File: config.mk
export PLATFORM = sky130hd
export DESIGN_NAME = drive_command_parser_flat
export DESIGN_NICKNAME = d
export VERILOG_FILES = /design/src/sv/dcp_pkg.sv /design/src/sv/dcp_if.sv /design/src/sv/dcp_regs.sv /design/src/sv/dcp_core.sv /design/src/sv/drive_command_parser.sv /design/src/flat_wrapper.sv
export SDC_FILE = /design/constraint.sdc
export NUM_CORES = 1
export LEC_CHECK = 0
export ABC_AREA = 1
export BUFFER_PORTS_ARGS = -buffer_cell sky130_fd_sc_hd__clkbuf_2
export CAP_MARGIN = 40
export CORE_MARGIN = 1
export CORE_UTILIZATION = 60
export DETAILED_ROUTE_END_ITERATION = 8
export PLACE_DENSITY = 0.83
export SYNTH_ARGS = -nofsm -noshare
export SYNTH_HDL_FRONTEND = slang
export SYNTH_SLANG_ARGS = --single-unit
File: constraint.sdc
create_clock -name clk -period 8.8 [get_ports clk]
set_input_delay 1.32 -clock clk [delete_from_list [all_inputs] [get_ports clk]]
set_output_delay 1.32 -clock clk [all_outputs]
set_load 0.01 [all_outputs]
File: src/sv/dcp_pkg.sv
// ----------------------------------------------------------------------------
// dcp_pkg
// Types, register map, character codes and reset values of the drive
// command parser.
// ----------------------------------------------------------------------------
`timescale 1ns / 1ps

package dcp_pkg;

	localparam int MAX_DIGITS_DEF = 7;

	localparam int SPEED_W   = 8;
	localparam int TIMEOUT_W = 16;
	localparam int DIGIT_W   = 24;
	localparam int SILENCE_W = 17;
	localparam int APB_AW    = 4;
	localparam int APB_DW    = 32;

	localparam logic [SPEED_W-1:0]   SPD_LO_RST        = 8'd0;
	localparam logic [SPEED_W-1:0]   SPD_HI_RST        = 8'd255;
	localparam logic [SPEED_W-1:0]   DEFAULT_SPEED_RST = 8'd200;
	localparam logic [TIMEOUT_W-1:0] TIMEOUT_RST       = 16'd1000;

	typedef enum logic [1:0] {
		REG_SPD_LO        = 2'd0,
		REG_SPD_HI        = 2'd1,
		REG_DEFAULT_SPEED = 2'd2,
		REG_TIMEOUT       = 2'd3
	} reg_idx_t;

	typedef enum logic {
		OP_BYTE = 1'b0,
		OP_TICK = 1'b1
	} opcode_t;

	typedef enum logic [3:0] {
		ACT_STOP      = 4'd0,
		ACT_FWD       = 4'd1,
		ACT_REV       = 4'd2,
		ACT_LEFT      = 4'd3,
		ACT_RIGHT     = 4'd4,
		ACT_FWD_LEFT  = 4'd5,
		ACT_FWD_RIGHT = 4'd6,
		ACT_REV_LEFT  = 4'd7,
		ACT_REV_RIGHT = 4'd8
	} action_t;

	localparam logic [7:0] CH_HASH  = 8'h23;
	localparam logic [7:0] CH_LF    = 8'h0A;
	localparam logic [7:0] CH_CR    = 8'h0D;
	localparam logic [7:0] CH_ZERO  = 8'h30;
	localparam logic [7:0] CH_NINE  = 8'h39;
	localparam logic [7:0] CH_LOW_A = 8'h61;
	localparam logic [7:0] CH_LOW_Z = 8'h7A;
	localparam logic [7:0] CASE_OFS = 8'h20;
	localparam logic [7:0] CH_F     = 8'h46;
	localparam logic [7:0] CH_B     = 8'h42;
	localparam logic [7:0] CH_L     = 8'h4C;
	localparam logic [7:0] CH_R     = 8'h52;
	localparam logic [7:0] CH_G     = 8'h47;
	localparam logic [7:0] CH_I     = 8'h49;
	localparam logic [7:0] CH_H     = 8'h48;
	localparam logic [7:0] CH_J     = 8'h4A;
	localparam logic [7:0] CH_S     = 8'h53;
	localparam logic [7:0] CH_Q     = 8'h51;

	typedef struct packed {
		logic [SPEED_W-1:0]   spd_lo;
		logic [SPEED_W-1:0]   spd_hi;
		logic [TIMEOUT_W-1:0] timeout_ticks;
	} cfg_t;

	typedef struct packed {
		logic               action_valid;
		action_t            action;
		logic [SPEED_W-1:0] drive_speed;
		logic               by_failsafe;
		logic               speed_updated;
	} result_t;

endpackage

File: src/sv/dcp_if.sv
// ----------------------------------------------------------------------------
// dcp_cmd_if / dcp_res_if
// Valid/ready channels for command items and result items.
// ----------------------------------------------------------------------------
`timescale 1ns / 1ps

interface dcp_cmd_if;
	logic       valid;
	logic       ready;
	logic       opcode;
	logic [7:0] rx_byte;

	modport source (output valid, output opcode, output rx_byte, input ready);
	modport sink (input valid, input opcode, input rx_byte, output ready);
endinterface

interface dcp_res_if;
	logic       valid;
	logic       ready;
	logic       action_valid;
	logic [3:0] action;
	logic [7:0] drive_speed;
	logic       by_failsafe;
	logic       speed_updated;

	modport source (output valid, output action_valid, output action, output drive_speed,
		output by_failsafe, output speed_updated, input ready);
	modport sink (input valid, input action_valid, input action, input drive_speed,
		input by_failsafe, input speed_updated, output ready);
endinterface

File: src/sv/dcp_regs.sv
// ----------------------------------------------------------------------------
// dcp_regs
// APB configuration registers: speed bounds, default speed, silence timeout.
// ----------------------------------------------------------------------------
`timescale 1ns / 1ps

module dcp_regs (
	input  logic                        clk,
	input  logic                        arst_n,
	input  logic                        psel,
	input  logic                        penable,
	input  logic                        pwrite,
	input  logic [dcp_pkg::APB_AW-1:0]  paddr,
	input  logic [dcp_pkg::APB_DW-1:0]  pwdata,
	output logic [dcp_pkg::APB_DW-1:0]  prdata,
	output logic                        pready,
	output dcp_pkg::cfg_t               cfg
);

	logic [dcp_pkg::SPEED_W-1:0]   spd_lo_q;
	logic [dcp_pkg::SPEED_W-1:0]   spd_hi_q;
	logic [dcp_pkg::SPEED_W-1:0]   default_speed_q;
	logic [dcp_pkg::TIMEOUT_W-1:0] timeout_q;
	dcp_pkg::reg_idx_t             idx;
	logic                          wr_en;

	assign pready = 1'b1;
	assign idx    = dcp_pkg::reg_idx_t'(paddr[3:2]);
	assign wr_en  = psel && penable && pwrite && pready;

	always_ff @(posedge clk or negedge arst_n) begin
		if (!arst_n) begin
			spd_lo_q        <= dcp_pkg::SPD_LO_RST;
			spd_hi_q        <= dcp_pkg::SPD_HI_RST;
			default_speed_q <= dcp_pkg::DEFAULT_SPEED_RST;
			timeout_q       <= dcp_pkg::TIMEOUT_RST;
		end else if (wr_en) begin
			case (idx)
				dcp_pkg::REG_SPD_LO:        spd_lo_q        <= pwdata[7:0];
				dcp_pkg::REG_SPD_HI:        spd_hi_q        <= pwdata[7:0];
				dcp_pkg::REG_DEFAULT_SPEED: default_speed_q <= pwdata[7:0];
				dcp_pkg::REG_TIMEOUT:       timeout_q       <= pwdata[15:0];
				default: ;
			endcase
		end
	end

	always_comb begin
		case (idx)
			dcp_pkg::REG_SPD_LO:        prdata = {24'd0, spd_lo_q};
			dcp_pkg::REG_SPD_HI:        prdata = {24'd0, spd_hi_q};
			dcp_pkg::REG_DEFAULT_SPEED: prdata = {24'd0, default_speed_q};
			dcp_pkg::REG_TIMEOUT:       prdata = {16'd0, timeout_q};
			default:                    prdata = '0;
		endcase
	end

	assign cfg.spd_lo        = spd_lo_q;
	assign cfg.spd_hi        = spd_hi_q;
	assign cfg.timeout_ticks = timeout_q;

endmodule

File: src/sv/dcp_core.sv
// ----------------------------------------------------------------------------
// dcp_core
// Parser state and the single-step update for one byte or tick request.
// ----------------------------------------------------------------------------
`timescale 1ns / 1ps

module dcp_core #(
	parameter int MAX_DIGITS = dcp_pkg::MAX_DIGITS_DEF
) (
	input  logic              clk,
	input  logic              arst_n,
	input  logic              accept,
	input  logic              opcode,
	input  logic [7:0]        rx_byte,
	input  dcp_pkg::cfg_t     cfg,
	output dcp_pkg::result_t  res
);

	localparam int CntW = $clog2(MAX_DIGITS + 1);

	logic                            in_cmd_q, in_cmd_d;
	logic [CntW-1:0]                 dcnt_q, dcnt_d;
	logic [dcp_pkg::DIGIT_W-1:0]     dval_q, dval_d;
	logic [dcp_pkg::SPEED_W-1:0]     speed_q, speed_d;
	logic [dcp_pkg::SILENCE_W-1:0]   sil_q, sil_d, sil_inc;
	logic                            fs_done_q, fs_done_d;

	logic [7:0]                      up_byte;
	logic                            hit;
	dcp_pkg::action_t                letter_act;
	logic                            is_digit;
	logic                            line_end;
	logic                            in_range;
	logic [3:0]                      digit;
	logic [dcp_pkg::DIGIT_W-1:0]     dval_acc;

	assign up_byte = (rx_byte >= dcp_pkg::CH_LOW_A && rx_byte <= dcp_pkg::CH_LOW_Z) ?
		rx_byte - dcp_pkg::CASE_OFS : rx_byte;

	always_comb begin
		hit        = 1'b1;
		letter_act = dcp_pkg::ACT_STOP;
		case (up_byte)
			dcp_pkg::CH_F: letter_act = dcp_pkg::ACT_FWD;
			dcp_pkg::CH_B: letter_act = dcp_pkg::ACT_REV;
			dcp_pkg::CH_L: letter_act = dcp_pkg::ACT_LEFT;
			dcp_pkg::CH_R: letter_act = dcp_pkg::ACT_RIGHT;
			dcp_pkg::CH_G: letter_act = dcp_pkg::ACT_FWD_LEFT;
			dcp_pkg::CH_I: letter_act = dcp_pkg::ACT_FWD_RIGHT;
			dcp_pkg::CH_H: letter_act = dcp_pkg::ACT_REV_LEFT;
			dcp_pkg::CH_J: letter_act = dcp_pkg::ACT_REV_RIGHT;
			dcp_pkg::CH_S: letter_act = dcp_pkg::ACT_STOP;
			dcp_pkg::CH_Q: letter_act = dcp_pkg::ACT_STOP;
			default:       hit        = 1'b0;
		endcase
	end

	assign is_digit = rx_byte inside {[dcp_pkg::CH_ZERO:dcp_pkg::CH_NINE]};
	assign line_end = (rx_byte == dcp_pkg::CH_LF) || (rx_byte == dcp_pkg::CH_CR);
	assign digit    = 4'(rx_byte - dcp_pkg::CH_ZERO);
	// value * 10 + digit as two shifts and adds
	assign dval_acc = {dval_q[dcp_pkg::DIGIT_W-4:0], 3'b000}
		+ {dval_q[dcp_pkg::DIGIT_W-2:0], 1'b0}
		+ dcp_pkg::DIGIT_W'(digit);
	assign in_range = (dval_q >= dcp_pkg::DIGIT_W'(cfg.spd_lo))
		&& (dval_q <= dcp_pkg::DIGIT_W'(cfg.spd_hi));
	assign sil_inc  = (sil_q == '1) ? sil_q : sil_q + 1'b1;

	always_comb begin
		in_cmd_d  = in_cmd_q;
		dcnt_d    = dcnt_q;
		dval_d    = dval_q;
		speed_d   = speed_q;
		sil_d     = sil_q;
		fs_done_d = fs_done_q;
		res.action_valid  = 1'b0;
		res.action        = dcp_pkg::ACT_STOP;
		res.by_failsafe   = 1'b0;
		res.speed_updated = 1'b0;

		if (opcode == dcp_pkg::OP_TICK) begin
			sil_d = sil_inc;
			if (sil_inc > dcp_pkg::SILENCE_W'(cfg.timeout_ticks) && !fs_done_q) begin
				fs_done_d        = 1'b1;
				res.action_valid = 1'b1;
				res.by_failsafe  = 1'b1;
			end
		end else begin
			sil_d     = '0;
			fs_done_d = 1'b0;
			if (rx_byte == dcp_pkg::CH_HASH) begin
				// restart the speed command
				in_cmd_d = 1'b1;
				dcnt_d   = '0;
				dval_d   = '0;
			end else if (in_cmd_q) begin
				if (line_end) begin
					in_cmd_d = 1'b0;
					if (dcnt_q != '0 && in_range) begin
						speed_d           = dval_q[dcp_pkg::SPEED_W-1:0];
						res.speed_updated = 1'b1;
					end
				end else if (is_digit && dcnt_q < CntW'(MAX_DIGITS)) begin
					dval_d = dval_acc;
					dcnt_d = dcnt_q + 1'b1;
				end
			end else if (hit) begin
				res.action_valid = 1'b1;
				res.action       = letter_act;
			end
		end
		res.drive_speed = speed_d;
	end

	always_ff @(posedge clk or negedge arst_n) begin
		if (!arst_n) begin
			in_cmd_q  <= 1'b0;
			dcnt_q    <= '0;
			dval_q    <= '0;
			speed_q   <= dcp_pkg::DEFAULT_SPEED_RST;
			sil_q     <= '0;
			fs_done_q <= 1'b0;
		end else if (accept) begin
			in_cmd_q  <= in_cmd_d;
			dcnt_q    <= dcnt_d;
			dval_q    <= dval_d;
			speed_q   <= speed_d;
			sil_q     <= sil_d;
			fs_done_q <= fs_done_d;
		end
	end

endmodule

File: src/sv/drive_command_parser.sv
// ----------------------------------------------------------------------------
// drive_command_parser
// Parses command bytes and millisecond ticks into motor actions, speed
// updates and a one-shot failsafe stop on silence.
// ----------------------------------------------------------------------------
// An accepted request's result is on the output in the next cycle.
// Throughput: 1 request per cycle when not stalled; the parser state advances
// in one step per request and the result sits in a single output register.
// cmd.ready stays high while the output register is empty or being drained.
// Reset (arst_n low): parser state cleared, current speed set to 200,
// registers to their defaults, output register emptied.
`timescale 1ns / 1ps

module drive_command_parser #(
	parameter int MAX_DIGITS = dcp_pkg::MAX_DIGITS_DEF
) (
	input  logic                       clk,
	input  logic                       arst_n,
	dcp_cmd_if.sink                    cmd,
	dcp_res_if.source                  result,
	input  logic                       psel,
	input  logic                       penable,
	input  logic                       pwrite,
	input  logic [dcp_pkg::APB_AW-1:0] paddr,
	input  logic [dcp_pkg::APB_DW-1:0] pwdata,
	output logic [dcp_pkg::APB_DW-1:0] prdata,
	output logic                       pready
);

	dcp_pkg::cfg_t    cfg;
	dcp_pkg::result_t res_d;
	dcp_pkg::result_t res_s1;
	logic             res_valid_q;
	logic             accept;

	dcp_regs u_regs (
		.clk     (clk),
		.arst_n  (arst_n),
		.psel    (psel),
		.penable (penable),
		.pwrite  (pwrite),
		.paddr   (paddr),
		.pwdata  (pwdata),
		.prdata  (prdata),
		.pready  (pready),
		.cfg     (cfg)
	);

	assign cmd.ready = !res_valid_q || result.ready;
	assign accept    = cmd.valid && cmd.ready;

	dcp_core #(
		.MAX_DIGITS (MAX_DIGITS)
	) u_core (
		.clk     (clk),
		.arst_n  (arst_n),
		.accept  (accept),
		.opcode  (cmd.opcode),
		.rx_byte (cmd.rx_byte),
		.cfg     (cfg),
		.res     (res_d)
	);

	always_ff @(posedge clk or negedge arst_n) begin
		if (!arst_n) begin
			res_valid_q <= 1'b0;
		end else if (cmd.ready) begin
			res_valid_q <= accept;
		end
	end

	// payload loads only with a new request
	always_ff @(posedge clk) begin
		if (accept) begin
			res_s1 <= res_d;
		end
	end

	assign result.valid         = res_valid_q;
	assign result.action_valid  = res_s1.action_valid;
	assign result.action        = res_s1.action;
	assign result.drive_speed   = res_s1.drive_speed;
	assign result.by_failsafe   = res_s1.by_failsafe;
	assign result.speed_updated = res_s1.speed_updated;

endmodule

File: src/flat_wrapper.sv
// flat-port wrapper written by rule: the top's interface ports become plain ports
module drive_command_parser_flat 
#(
	parameter int MAX_DIGITS = dcp_pkg::MAX_DIGITS_DEF
)
  (clk, arst_n, psel, penable, pwrite, paddr, pwdata, prdata, pready, cmd_valid, cmd_opcode, cmd_rx_byte, cmd_ready, result_valid, result_action_valid, result_action, result_drive_speed, result_by_failsafe, result_speed_updated, result_ready);
  dcp_cmd_if cmd_i ();
  dcp_res_if result_i ();
  input  logic clk;
  input  logic arst_n;
  input  logic psel;
  input  logic penable;
  input  logic pwrite;
  input  logic [dcp_pkg::APB_AW-1:0] paddr;
  input  logic [dcp_pkg::APB_DW-1:0] pwdata;
  output logic [dcp_pkg::APB_DW-1:0] prdata;
  output logic pready;
  input wire logic [$bits(cmd_i.valid)-1:0] cmd_valid;
  input wire logic [$bits(cmd_i.opcode)-1:0] cmd_opcode;
  input wire logic [$bits(cmd_i.rx_byte)-1:0] cmd_rx_byte;
  output wire logic [$bits(cmd_i.ready)-1:0] cmd_ready;
  output wire logic [$bits(result_i.valid)-1:0] result_valid;
  output wire logic [$bits(result_i.action_valid)-1:0] result_action_valid;
  output wire logic [$bits(result_i.action)-1:0] result_action;
  output wire logic [$bits(result_i.drive_speed)-1:0] result_drive_speed;
  output wire logic [$bits(result_i.by_failsafe)-1:0] result_by_failsafe;
  output wire logic [$bits(result_i.speed_updated)-1:0] result_speed_updated;
  input wire logic [$bits(result_i.ready)-1:0] result_ready;
  assign cmd_i.valid = cmd_valid;
  assign cmd_i.opcode = cmd_opcode;
  assign cmd_i.rx_byte = cmd_rx_byte;
  assign cmd_ready = cmd_i.ready;
  assign result_valid = result_i.valid;
  assign result_action_valid = result_i.action_valid;
  assign result_action = result_i.action;
  assign result_drive_speed = result_i.drive_speed;
  assign result_by_failsafe = result_i.by_failsafe;
  assign result_speed_updated = result_i.speed_updated;
  assign result_i.ready = result_ready;
  drive_command_parser #(.MAX_DIGITS(MAX_DIGITS)) u_core (.clk(clk), .arst_n(arst_n), .cmd(cmd_i), .result(result_i), .psel(psel), .penable(penable), .pwrite(pwrite), .paddr(paddr), .pwdata(pwdata), .prdata(prdata), .pready(pready));
endmodule
-- Yosys cells after proc, flatten, opt, wreduce, memory -nomap -nowiden
Index checks and enable logic that the tools add are counted.
- bits in latches: 0
- register bits: 110
- bits in read-only memories: 0
- memories kept: 0
- logic and storage cells: 110
- bits of input ports: 52
- output and inout port bits: 50
- memory bits (writable): 0
- equality and inequality tests: 19
- reductions and logical operators: 27
- divide/modulo/power cells: 0
- add/subtract/negate cells: 6
- shifts and indexed selects: 0
- magnitude comparators: 8
- bitwise operators: 4
- $mul: 0
- multiplexer cells: 30
- operators by type and width (kind ; count):
    $pmux W32 S4 ; 1
    $mux W24 ; 4
    $eq A8 B7 Y1 const B ; 10
    $mux W8 ; 6
    $mux W17 ; 2
    $pmux W4 S8 ; 1
    $add A24 B24 Y24 ; 1
    $add A24 B4 Y24 ; 1
    $ge A24 B8 Y1 ; 1
    $le A24 B8 Y1 ; 1
    $add A17 B1 Y17 const B ; 1
    $eq A17 B17 Y1 const B ; 1
    $gt A17 B16 Y1 ; 1
    $eq A8 B4 Y1 const B ; 2
    $mux W5 ; 3
    $mux W3 ; 4
    $reduce_and A2 Y1 ; 6
    $reduce_or A10 Y1 ; 1
    $logic_and A1 B1 Y1 ; 9
    $mux W1 ; 9
    $eq A8 B6 Y1 const B ; 1
    $ge A8 B6 Y1 const B ; 1
    $ge A8 B7 Y1 const B ; 1
    $le A8 B6 Y1 const B ; 1
    other kinds (16) ; 25

-- Depth between registers and ports, before layout
Gate-level depths: netlist (run 1).
- depth after elaboration: 10
- depth in mapped cells: 20
- mapped depth without buffers: 20

-- Modules after synthesis
A second synthesis (run 1) with hierarchy kept.
- cells, all modules: 1025
- area, all modules: 7853.8 µm²
- by module, submodules not included (module ; area each (µm²) ; sequential area each (µm²) ; cells each ; instances):
    dcp_core ; 5268.8 ; 1355.0 ; 741 ; 1
    dcp_regs ; 2089.5 ; 1022.2 ; 263 ; 1
    drive_command_parser ; 495.5 ; 475.5 ; 21 ; 1

-- Least setup slack after synthesis (run 1)
No wires, ideal clock.
- path kind: in2reg
- start: input cmd_rx_byte[3]
- end: register u_core.u_core.dval_q[16] in the netlist's numbering
- stages: 15
- arrival: 3461 ps
- path slack: 5213 ps
- required time: 8674 ps
- cells stage by stage: fa_1 > inv_1 > fa_1 > o21ai_0 > nand3_1 > nand2_1 > nand2_1 > nand2_1 > nand3_1 > nand2_1 > nand2_1 > nand2_1 > nand2_1 > nand2_1 > o21ai_0
- word-level cells in the longest chain between the ends: 6
- elaborated cells between the ends (all ways): 18
- ends and longest elaborated chain (item ; line ; source):
    start, declared ; flat_wrapper.sv:20 ; input wire logic [$bits(cmd_i.rx_byte)-1:0] cmd_rx_byte;
    $sub A4 B1 Y4 ; dcp_core.sv:60 ; assign digit = 4'(rx_byte - dcp_pkg::CH_ZERO);
    $add A24 B4 Y24 ; dcp_core.sv:64 ; + dcp_pkg::DIGIT_W'(digit);
    $mux W24 ; dcp_core.sv:103 ; end else if (is_digit && dcnt_q < CntW'(MAX_DIGITS)) begin
    $mux W24 ; dcp_core.sv:97 ; if (line_end) begin
    $mux W24 ; dcp_core.sv:96 ; end else if (in_cmd_q) begin
    $mux W24 ; dcp_core.sv:91 ; if (rx_byte == dcp_pkg::CH_HASH) begin
    end signal, assigned ; dcp_core.sv:126 ; dval_q <= dval_d;
    end, declared ; dcp_core.sv:23 ; logic [dcp_pkg::DIGIT_W-1:0] dval_q, dval_d;
Several ways; a longest one is shown, not always the timed one. The select of a mux whose other input is x is not followed.
A chain may end at the register's enable or synchronous reset.

-- Worst setup path after layout (run 1)
Same ends and word-level chain as after synthesis.

==> results of run 1 <==
[synthesized netlist by cell type (3+ instances only)]
| master | instances | share of area [%] |
|---|---|---|
| a211oi_1 | 3 | 0.29 |
| a21oi_1 | 44 | 2.9 |
| a22o_1 | 3 | 0.34 |
| and2_1 | 8 | 0.65 |
| buf_4 | 17 | 1.7 |
| buf_6 | 3 | 0.44 |
| clkbuf_1 | 11 | 0.54 |
| dfrtp_1 | 75 | 24 |
| dfstp_2 | 20 | 6.8 |
| edfxtp_1 | 15 | 5.9 |
| ha_1 | 79 | 13 |
| inv_1 | 134 | 6.5 |
| nand2_1 | 243 | 12 |
| nand3_1 | 45 | 2.9 |
| nand4_1 | 18 | 1.5 |
| nor2_1 | 73 | 3.6 |
| nor2_2 | 3 | 0.24 |
| nor2_4 | 4 | 0.59 |
| nor3_1 | 18 | 1.2 |
| nor4_1 | 8 | 0.65 |
| o2111ai_1 | 7 | 0.80 |
| o211ai_1 | 3 | 0.29 |
| o21a_1 | 3 | 0.29 |
| o21ai_0 | 67 | 4.4 |
| o21ai_2 | 4 | 0.46 |
| o21bai_1 | 3 | 0.29 |
| o22ai_1 | 3 | 0.24 |
| o22ai_2 | 12 | 2.0 |
| o31ai_1 | 3 | 0.29 |
| xnor2_1 | 9 | 1.0 |
| xor2_1 | 16 | 1.8 |
[routing by layer]
layer | track usage, % | vias to the layer above | share of wire [%]
li1 | - | 3341 | -
met2 | 46.4 | 186 | 48
met3 | 3.48 | 37 | 3.7
met5 | 0 | - | 0
met1 | 35.8 | 3116 | 46
met4 | 11.0 | 0 | 2.4
[worst paths after layout]
check / from / endpoint / slack [ps] / depth (start not counted)
setup / recovery: cmd_rx_byte[3] / u_core.u_core.dval_q[16] / 5000 / 15
hold / removal: u_core.u_core.speed_q[6] / u_core.u_core.speed_q[6] / 470 / 2
setup reg to reg: u_core.u_core.sil_q[0] / u_core.result.action_valid / 5240 / 20
hold reg to reg: u_core.u_core.speed_q[6] / u_core.u_core.speed_q[6] / 470 / 2
max in group asynchronous: arst_n / u_core.u_core.dcnt_q[1] / 6760 / 2
min in group asynchronous: arst_n / u_core.u_regs.timeout_q[10] / 960 / 1
[worst reg2reg max path, stage by stage (launching register included)]
cell      delay [ps]
dfrtp_1          390
ha_1             200
nand3_1          150
nor2_2           190
nand2_1          130
nor2_2           160
nand2_1          110
nor2_4           190
inv_2            130
nand2_1          130
nor4_1            60
a21oi_1          200
ha_1             310
a21oi_1          150
nor2_1            60
a211oi_1         200
nor2_1            80
nor2_1            90
nand3_1          170
nand4_1          150
nand2_1           60
[power by group]
part	leakage [nW]	switching [W]	internal, W	total (W)
logic	2.77	0.000386	0.000243	0.000629
registers	1.28	0.0000581	0.000607	0.000665
clock network	0.152	0.000191	0.000227	0.000418
total	4.20	0.000635	0.00108	0.00171
[cell usage in the layout (no fill, tap or decap), types with 10 or more instances in the layout]
cell type	n
a21oi_1	44
clkbuf_16	10
clkbuf_2	65
conb_1	17
dfrtp_1	75
dfstp_2	20
edfxtp_1	15
ha_1	79
inv_1	134
nand2_1	243
nand3_1	45
nand4_1	18
nor2_1	73
nor3_1	18
o21ai_0	67
o22ai_2	12
xor2_1	16
[cell type report]
class	instances	area (µm²)
multi-input combinational	713	4170
fill	1054	4130
sequential	110	2850
inverter	137	514
timing repair buffer	70	378
clock buffer	13	282
tap	172	215
clock inverter	3	23.8
[stage by stage]
step	cell area (µm²)	hold WS (ps)	setup slack (ps)	power [W]
finish	8440	471	5000	0.00171
CTS	8440	473	5010	0.00171
global placement	8100	456	4670	0.00127
detailed placement	8130	458	4640	0.00129
global route	8440	495	4670	0.00184
floorplan	7750	448	5210	0.00114
[cells by family after synthesis]
family,after synthesis
other,2
AOI/OAI and AO/OA,161
and+or+nand+nor,429
adders and majority gates,81
DFF,110
buffers and inverters,170
xor gates and xnor gates,25
[registers in the layout (all words and copies together) (netlist names)]
signal                         flops
u_core.result.action_valid         1
u_core.result.action               4
u_core.u_regs.timeout_q           16
u_core.u_regs.spd_lo_q             8
u_core.u_regs.spd_hi_q             8
u_core.u_core.in_cmd_q             1
u_core.u_core.sil_q               17
u_core.u_core.dval_q              24
u_core.u_regs.default_speed_q      8
u_core.u_core.speed_q              8
u_core.result.by_failsafe          1
u_core.u_core.dcnt_q               3
u_core.result.valid                1
u_core.u_core.fs_done_q            1
u_core.result.speed_updated        1
u_core.result.drive_speed          8
==> results.md, run 1 <==
- Slowest cell on the critical path: fa_1
- CTS tree: built
- CP Buf/Inv Count: 2
- Non-Filler Instances: 1218
- Synthesized flop and latch total: 110
- Vias per std cell: 5.48
- Compound-Gate Fraction of Synth Area: 13.0%
- Clk slew on worst S/H paths: 80 ps
- DR vias: 6680
- RSZ-0062 raised after global routing: false
- # H-tree levels: 3
- Buffers on Ports: 66
- Clock buffer depth: 2
- Status: finished clean
- Post-Syn Area: 7690 µm²
- Crit path kind: input pin to flip-flop
- DRT Pass-1 Iters: 6
- ANT cells: 0
- Lkg Pwr: 4.20 nW
- Maximum vdd ir drop: 0.115 mV
- Layout cells sized above 1: 13.1%
- Endpoints failing hold: 0
- Setup Fix Bufs, Post-CTS: 0
- Clock latency on the worst-skew pair: 360 ps
- Slew Limit Headroom: 49.9%
- Worst-Margin Slew: 751 ps
- Slowest cell delay on critical path: 590 ps
- Req. time, crit path: 9070 ps
- Synth Area per Inst: 7.87 µm²
- Total grt overflow: 0
- Worst Path Arrival: 4070 ps
- IO Count: 102
- CTS Hold Bufs: 0
- Total negative slack: 0 ps
- Largest net degree at the start of global routing: 49
- Min Tclk post-route: 3800 ps
- Die width: 115 µm
- Most frequent CP cell: nand2_1
- Post-cts resize count: 0
- Max-Cap Viols: 0
- # placed instances: 1202
- DR DRC count: 0
- Syn-to-layout area delta: 9.66%
- Adder-cell area share of the yosys netlist: 13.4%
- Std cell rows: 41
- Final period utilization: 43.1%
- EDFF count, synth: 15
- Placeable Area: 12600 µm²
- Pwr/cell area: 203 nW/µm²
- Primary FF master, synth: dfrtp_1
- Worst Setup End Kind: flip-flop
- Mux share of post-synthesis cell area: 0%
- Post-Synth XOR/XNOR Area: 2.85%
- Die Area: 13300 µm²
- Register area share after synthesis: 37.1%
- Total clock buffers created by CTS: 9
- Yosys warns: 0
- Final setup violation count: 0
- Initial antenna violation count: 0
- Routed length per instance: 14.0 µm
- Root Buffer: clkbuf_16
- Chip height: 115 µm
- Clock Skew: 12.6 ps
- Worst-path cell chain: clkbuf_2 -> fa_1 -> inv_1 -> fa_1 -> o21ai_0 -> nand3_1 -> nand2_1 -> nand2_1 -> nand2_1 -> nand3_1 -> nand2_1 -> nand2_1 -> nand2_1 -> nor2_1 -> o21ai_0
- First-pass GRT wire length: 28400 µm
- Vias in the first global route: 6272
- Routed Antenna Nets: 0
- Tightest Hold Check Type: flip-flop to flip-flop
- Crit path max-delay family: adder cells
- Initial Util: 61.2%
- Clk sink count: 110
- Slew Limit Fails: 0
- Synth async-reset ratio: 86.4%
- Total Routing Usage GR: 27.4%
- Post-Synth Simple-Gate Area: 24.2%
- Hpwl dp: 12900 µm
- Post-Syn Instances: 978
- Final net count: 1174
- Unique cell type count in the Yosys netlist: 50
- Critical Path Start Type: input pin
- RePlAce Congestion: 0.913
- WL final: 17000 µm
- Main combinational cell family by area after synthesis: simple AND/OR/NAND/NOR gates
- Achievable Freq: 263 MHz
- CP Max Fanout: 7
- Util after Layout: 67.1%
- Iter 0 DRT Violations: 490
No activity file was read; power rests on OpenSTA's default activity.
==> inputs of run 2 (changes only) <==
CORE_UTILIZATION = 53   (was 60)
PLACE_DENSITY = 0.77   (was 0.83)
clock period = 3.25 ns   (was 8.8 ns; I/O delays follow)
==> run 2 against run 1 <==
Critical path depth rose by 5. First-iteration DRC count fell by 8.8%. Global-route usage fell by 3.1 points. Setup slack got worse by 4900 ps. Combinational power rose to 2.7 times the previous value. Routed wire length rose by 1.8%. Die area rose by 13%. Count of clock-buffer cells in the layout shrank 1.
==> results.md, run 2 (same netlist as run 1, synthesis figures left out) <==
- Root Buffer: clkbuf_16
- Die Area: 15000 µm² (+13%)
- Slew Limit Fails: 0 (unchanged)
- Largest register FFs: 24 (unchanged)
- Syn-to-layout area delta: 12.2%
- Buffers on Ports: 66 (unchanged)
- Worst Setup End Kind: flip-flop
- Worst-Margin Slew: 632 ps (-119 ps)
- Total negative slack: 0 ps (unchanged)
- Clock latency on the worst-skew pair: 360 ps (about the same)
- Initial antenna violation count: 0 (unchanged)
- Min Tclk post-route: 3180 ps
- Iter 0 DRT Violations: 447 (-8.8%)
- Worst-path cell chain: ha_4 -> nand3_4 -> nor2_4 -> nand2_4 -> nor2_4 -> nand2_2 -> nor2_4 -> inv_2 -> nand2_2 -> nor4_2 -> a21oi_2 -> ha_1 -> a21oi_1 -> nor2_1 -> a211oi_1 -> nor2_1 -> nor2_1 -> nand3_2 -> nand4_1 -> nand2_1
- Endpoints failing hold: 0 (unchanged)
- Flop pwr share: 38.5% (-0.3 points)
- Vias per std cell: 5.38 (-1.9%)
- Worst Path Arrival: 3280 ps (-790 ps)
- Slew Limit Headroom: 57.7% (+7.8 points)
- Clk slew on worst S/H paths: 80 ps (about the same)
- RSZ-0062 raised after global routing: true
- Sw Ratio: 37.4% (+0.28 points)
- Critical Path Start Type: flip-flop
- Lkg Pwr: 4.30 nW (+2.4%)
- Chip height: 122 µm (+6.3%)
- Largest net degree at the start of global routing: 54 (+10%)
- Slowest cell on the critical path: dfrtp_1
- Total internal power: 0.00293 W (+170%)
- Final period utilization: 97.8%
- DR vias: 6674 (-0.090%)
- Register area: 2850 µm² (unchanged)
- DR DRC count: 0 (unchanged)
- Routed length per instance: 14.0 µm (about the same)
- Total clock buffers created by CTS: 9 (unchanged)
- Routed Antenna Nets: 0 (unchanged)
- Placeable Area: 14000 µm² (+12%)
- RePlAce Congestion: 0.899 (-1.5%)
- Req. time, crit path: 3360 ps (-5710 ps)
- Status: finished clean
- ANT cells: 0 (unchanged)
- IO Count: 102 (unchanged)
- Vias in the first global route: 6186 (-1.4%)
- Initial Util: 54.8% (-6.4 points)
- Largest Register: u_core.u_core.dval_q
- Clk sink count: 110 (unchanged)
- CP Max Fanout: 6 (-1)
- Die width: 122 µm (+6.3%)
- Total grt overflow: 0 (unchanged)
- Commonest non-fill, non-tap cell in the layout: nand2_1
- Final setup violation count: 0 (unchanged)
- Achievable Freq: 315 MHz
- Max-Cap Viols: 0 (unchanged)
- Sw Pwr: 0.00175 W (+180%)
- CTS tree: built
- Tightest Hold Check Type: input pin to asynchronous set/reset pin
- Maximum vdd ir drop: 0.324 mV (+180%)
- Crit path kind: flip-flop to flip-flop
- Clock Skew: 11.4 ps (-1.19 ps)
- # H-tree levels: 3 (unchanged)
- Slowest cell delay on critical path: 420 ps (-170 ps)
- Total Routing Usage GR: 24.3% (-3.1 points)
- Pwr/cell area: 543 nW/µm² (+170%)
- Logic pwr share: 36.8% (about the same)
- Final net count: 1188 (+1.2%)
- DRT Pass-1 Iters: 6 (unchanged)
- Util after Layout: 61.5% (-5.7 points)
- First-pass GRT wire length: 28700 µm (+0.78%)
- Multi-input gate area: 4240 µm² (+1.6%)
- Fillers: 1242 (+18%)
- Clock buffer depth: 2 (unchanged)
- Layout cells sized above 1: 15.2% (+2.1 points)
- Most frequent cells in the layout: nand2_1, inv_1, ha_1
- Clock share of power: 24.7% (+0.3 points)
- WL final: 17300 µm (+1.8%)
- Largest regs: u_core.u_core.dval_q: 24 flops, u_core.u_core.sil_q: 17 flops, u_core.u_regs.timeout_q: 16 flops
- Hpwl dp: 13100 µm (+1.6%)
- Std cell rows: 43 (+4.9%)
-- run 2: changes by cell type in the layout (fill, tap and decap cells not counted), moves of 2 or more --
cell     change
nand2_2      +2
buf_4       +14
nand3_1      -2
nand2_1      -3
nor2_4       +2
-- run 2: area by class of cell --
cell class | count | share of cell area (%)
clock buffers | 12 | 3.22
repair buffers | 84 | 5.65
well taps | 180 | 2.61
flip-flops and latches | 110 | 33.1
inverters | 137 | 5.96
multi-input cells | 713 | 49.1
clock inverters | 4 | 0.406
-- run 2: final timing paths --
| check | start | end | slack (ps) | cells past startpoint |
|---|---|---|---|---|
| max | u_core.u_core.sil_q[1] | u_core.result.action_valid | 70 | 20 |
| min | arst_n | u_core.u_regs.timeout_q[10] | 120 | 1 |
| max reg2reg | u_core.u_core.sil_q[1] | u_core.result.action_valid | 70 | 20 |
| min reg2reg | u_core.u_core.speed_q[3] | u_core.u_core.speed_q[3] | 470 | 2 |
| max in group asynchronous | arst_n | u_core.u_regs.spd_hi_q[7] | 2390 | 2 |
| min in group clk | pwdata[8] | u_core.u_regs.timeout_q[8] | 330 | 3 |
-- run 2: power groups by stage --
stage | Combinational [W] | Sequential (W) | Clock, W
after detailed placement | 0.00170 | 0.00182 | 0
after CTS | 0.00173 | 0.00180 | 0.00117
after floorplan | 0.00129 | 0.00179 | 0
final | 0.00172 | 0.00180 | 0.00116
after global routing | 0.00198 | 0.00183 | 0.00124
after global placement | 0.00165 | 0.00182 | 0
-- run 2: worst max-delay path, delay by kind of cell (launching register included) --
kind / cells / cell delay [ps]
compound gates: 3 / 510
fa+ha+maj: 2 / 460
flops: 1 / 420
simple gates: 14 / 1480
buf+inv: 1 / 70
-- run 2: timing repair --
action / in CTS / in global routing
resized for setup: 0 / 14
hold buffers: 0 / 0
setup endpoints to repair: 0 / 3
buffers inserted: 0 / 6
-- run 2: layer usage --
layer	vias up	global-route usage (%)	share of wire [%]
met3	22	4.51	4.9
met5	-	0	0
met4	0	6.33	1.7
met1	3134	32.1	45
met2	160	40.8	48
li1	3358	-	-
-- run 2: through the flow --
step           hold slack, ps  total power, W  instance area, µm²  setup WS (ps)  cells
3_5_place_dp              459         0.00352                8210           58.2   1218
2_1_floorplan             192         0.00308                7750            416    993
4_1_cts                   143         0.00470                8520           20.0   1234
6_report                  118         0.00468                8630           72.0   1240
5_1_grt                   159         0.00505                8630          -79.1   1240
3_3_place_gp              457         0.00347                8190            133   1217
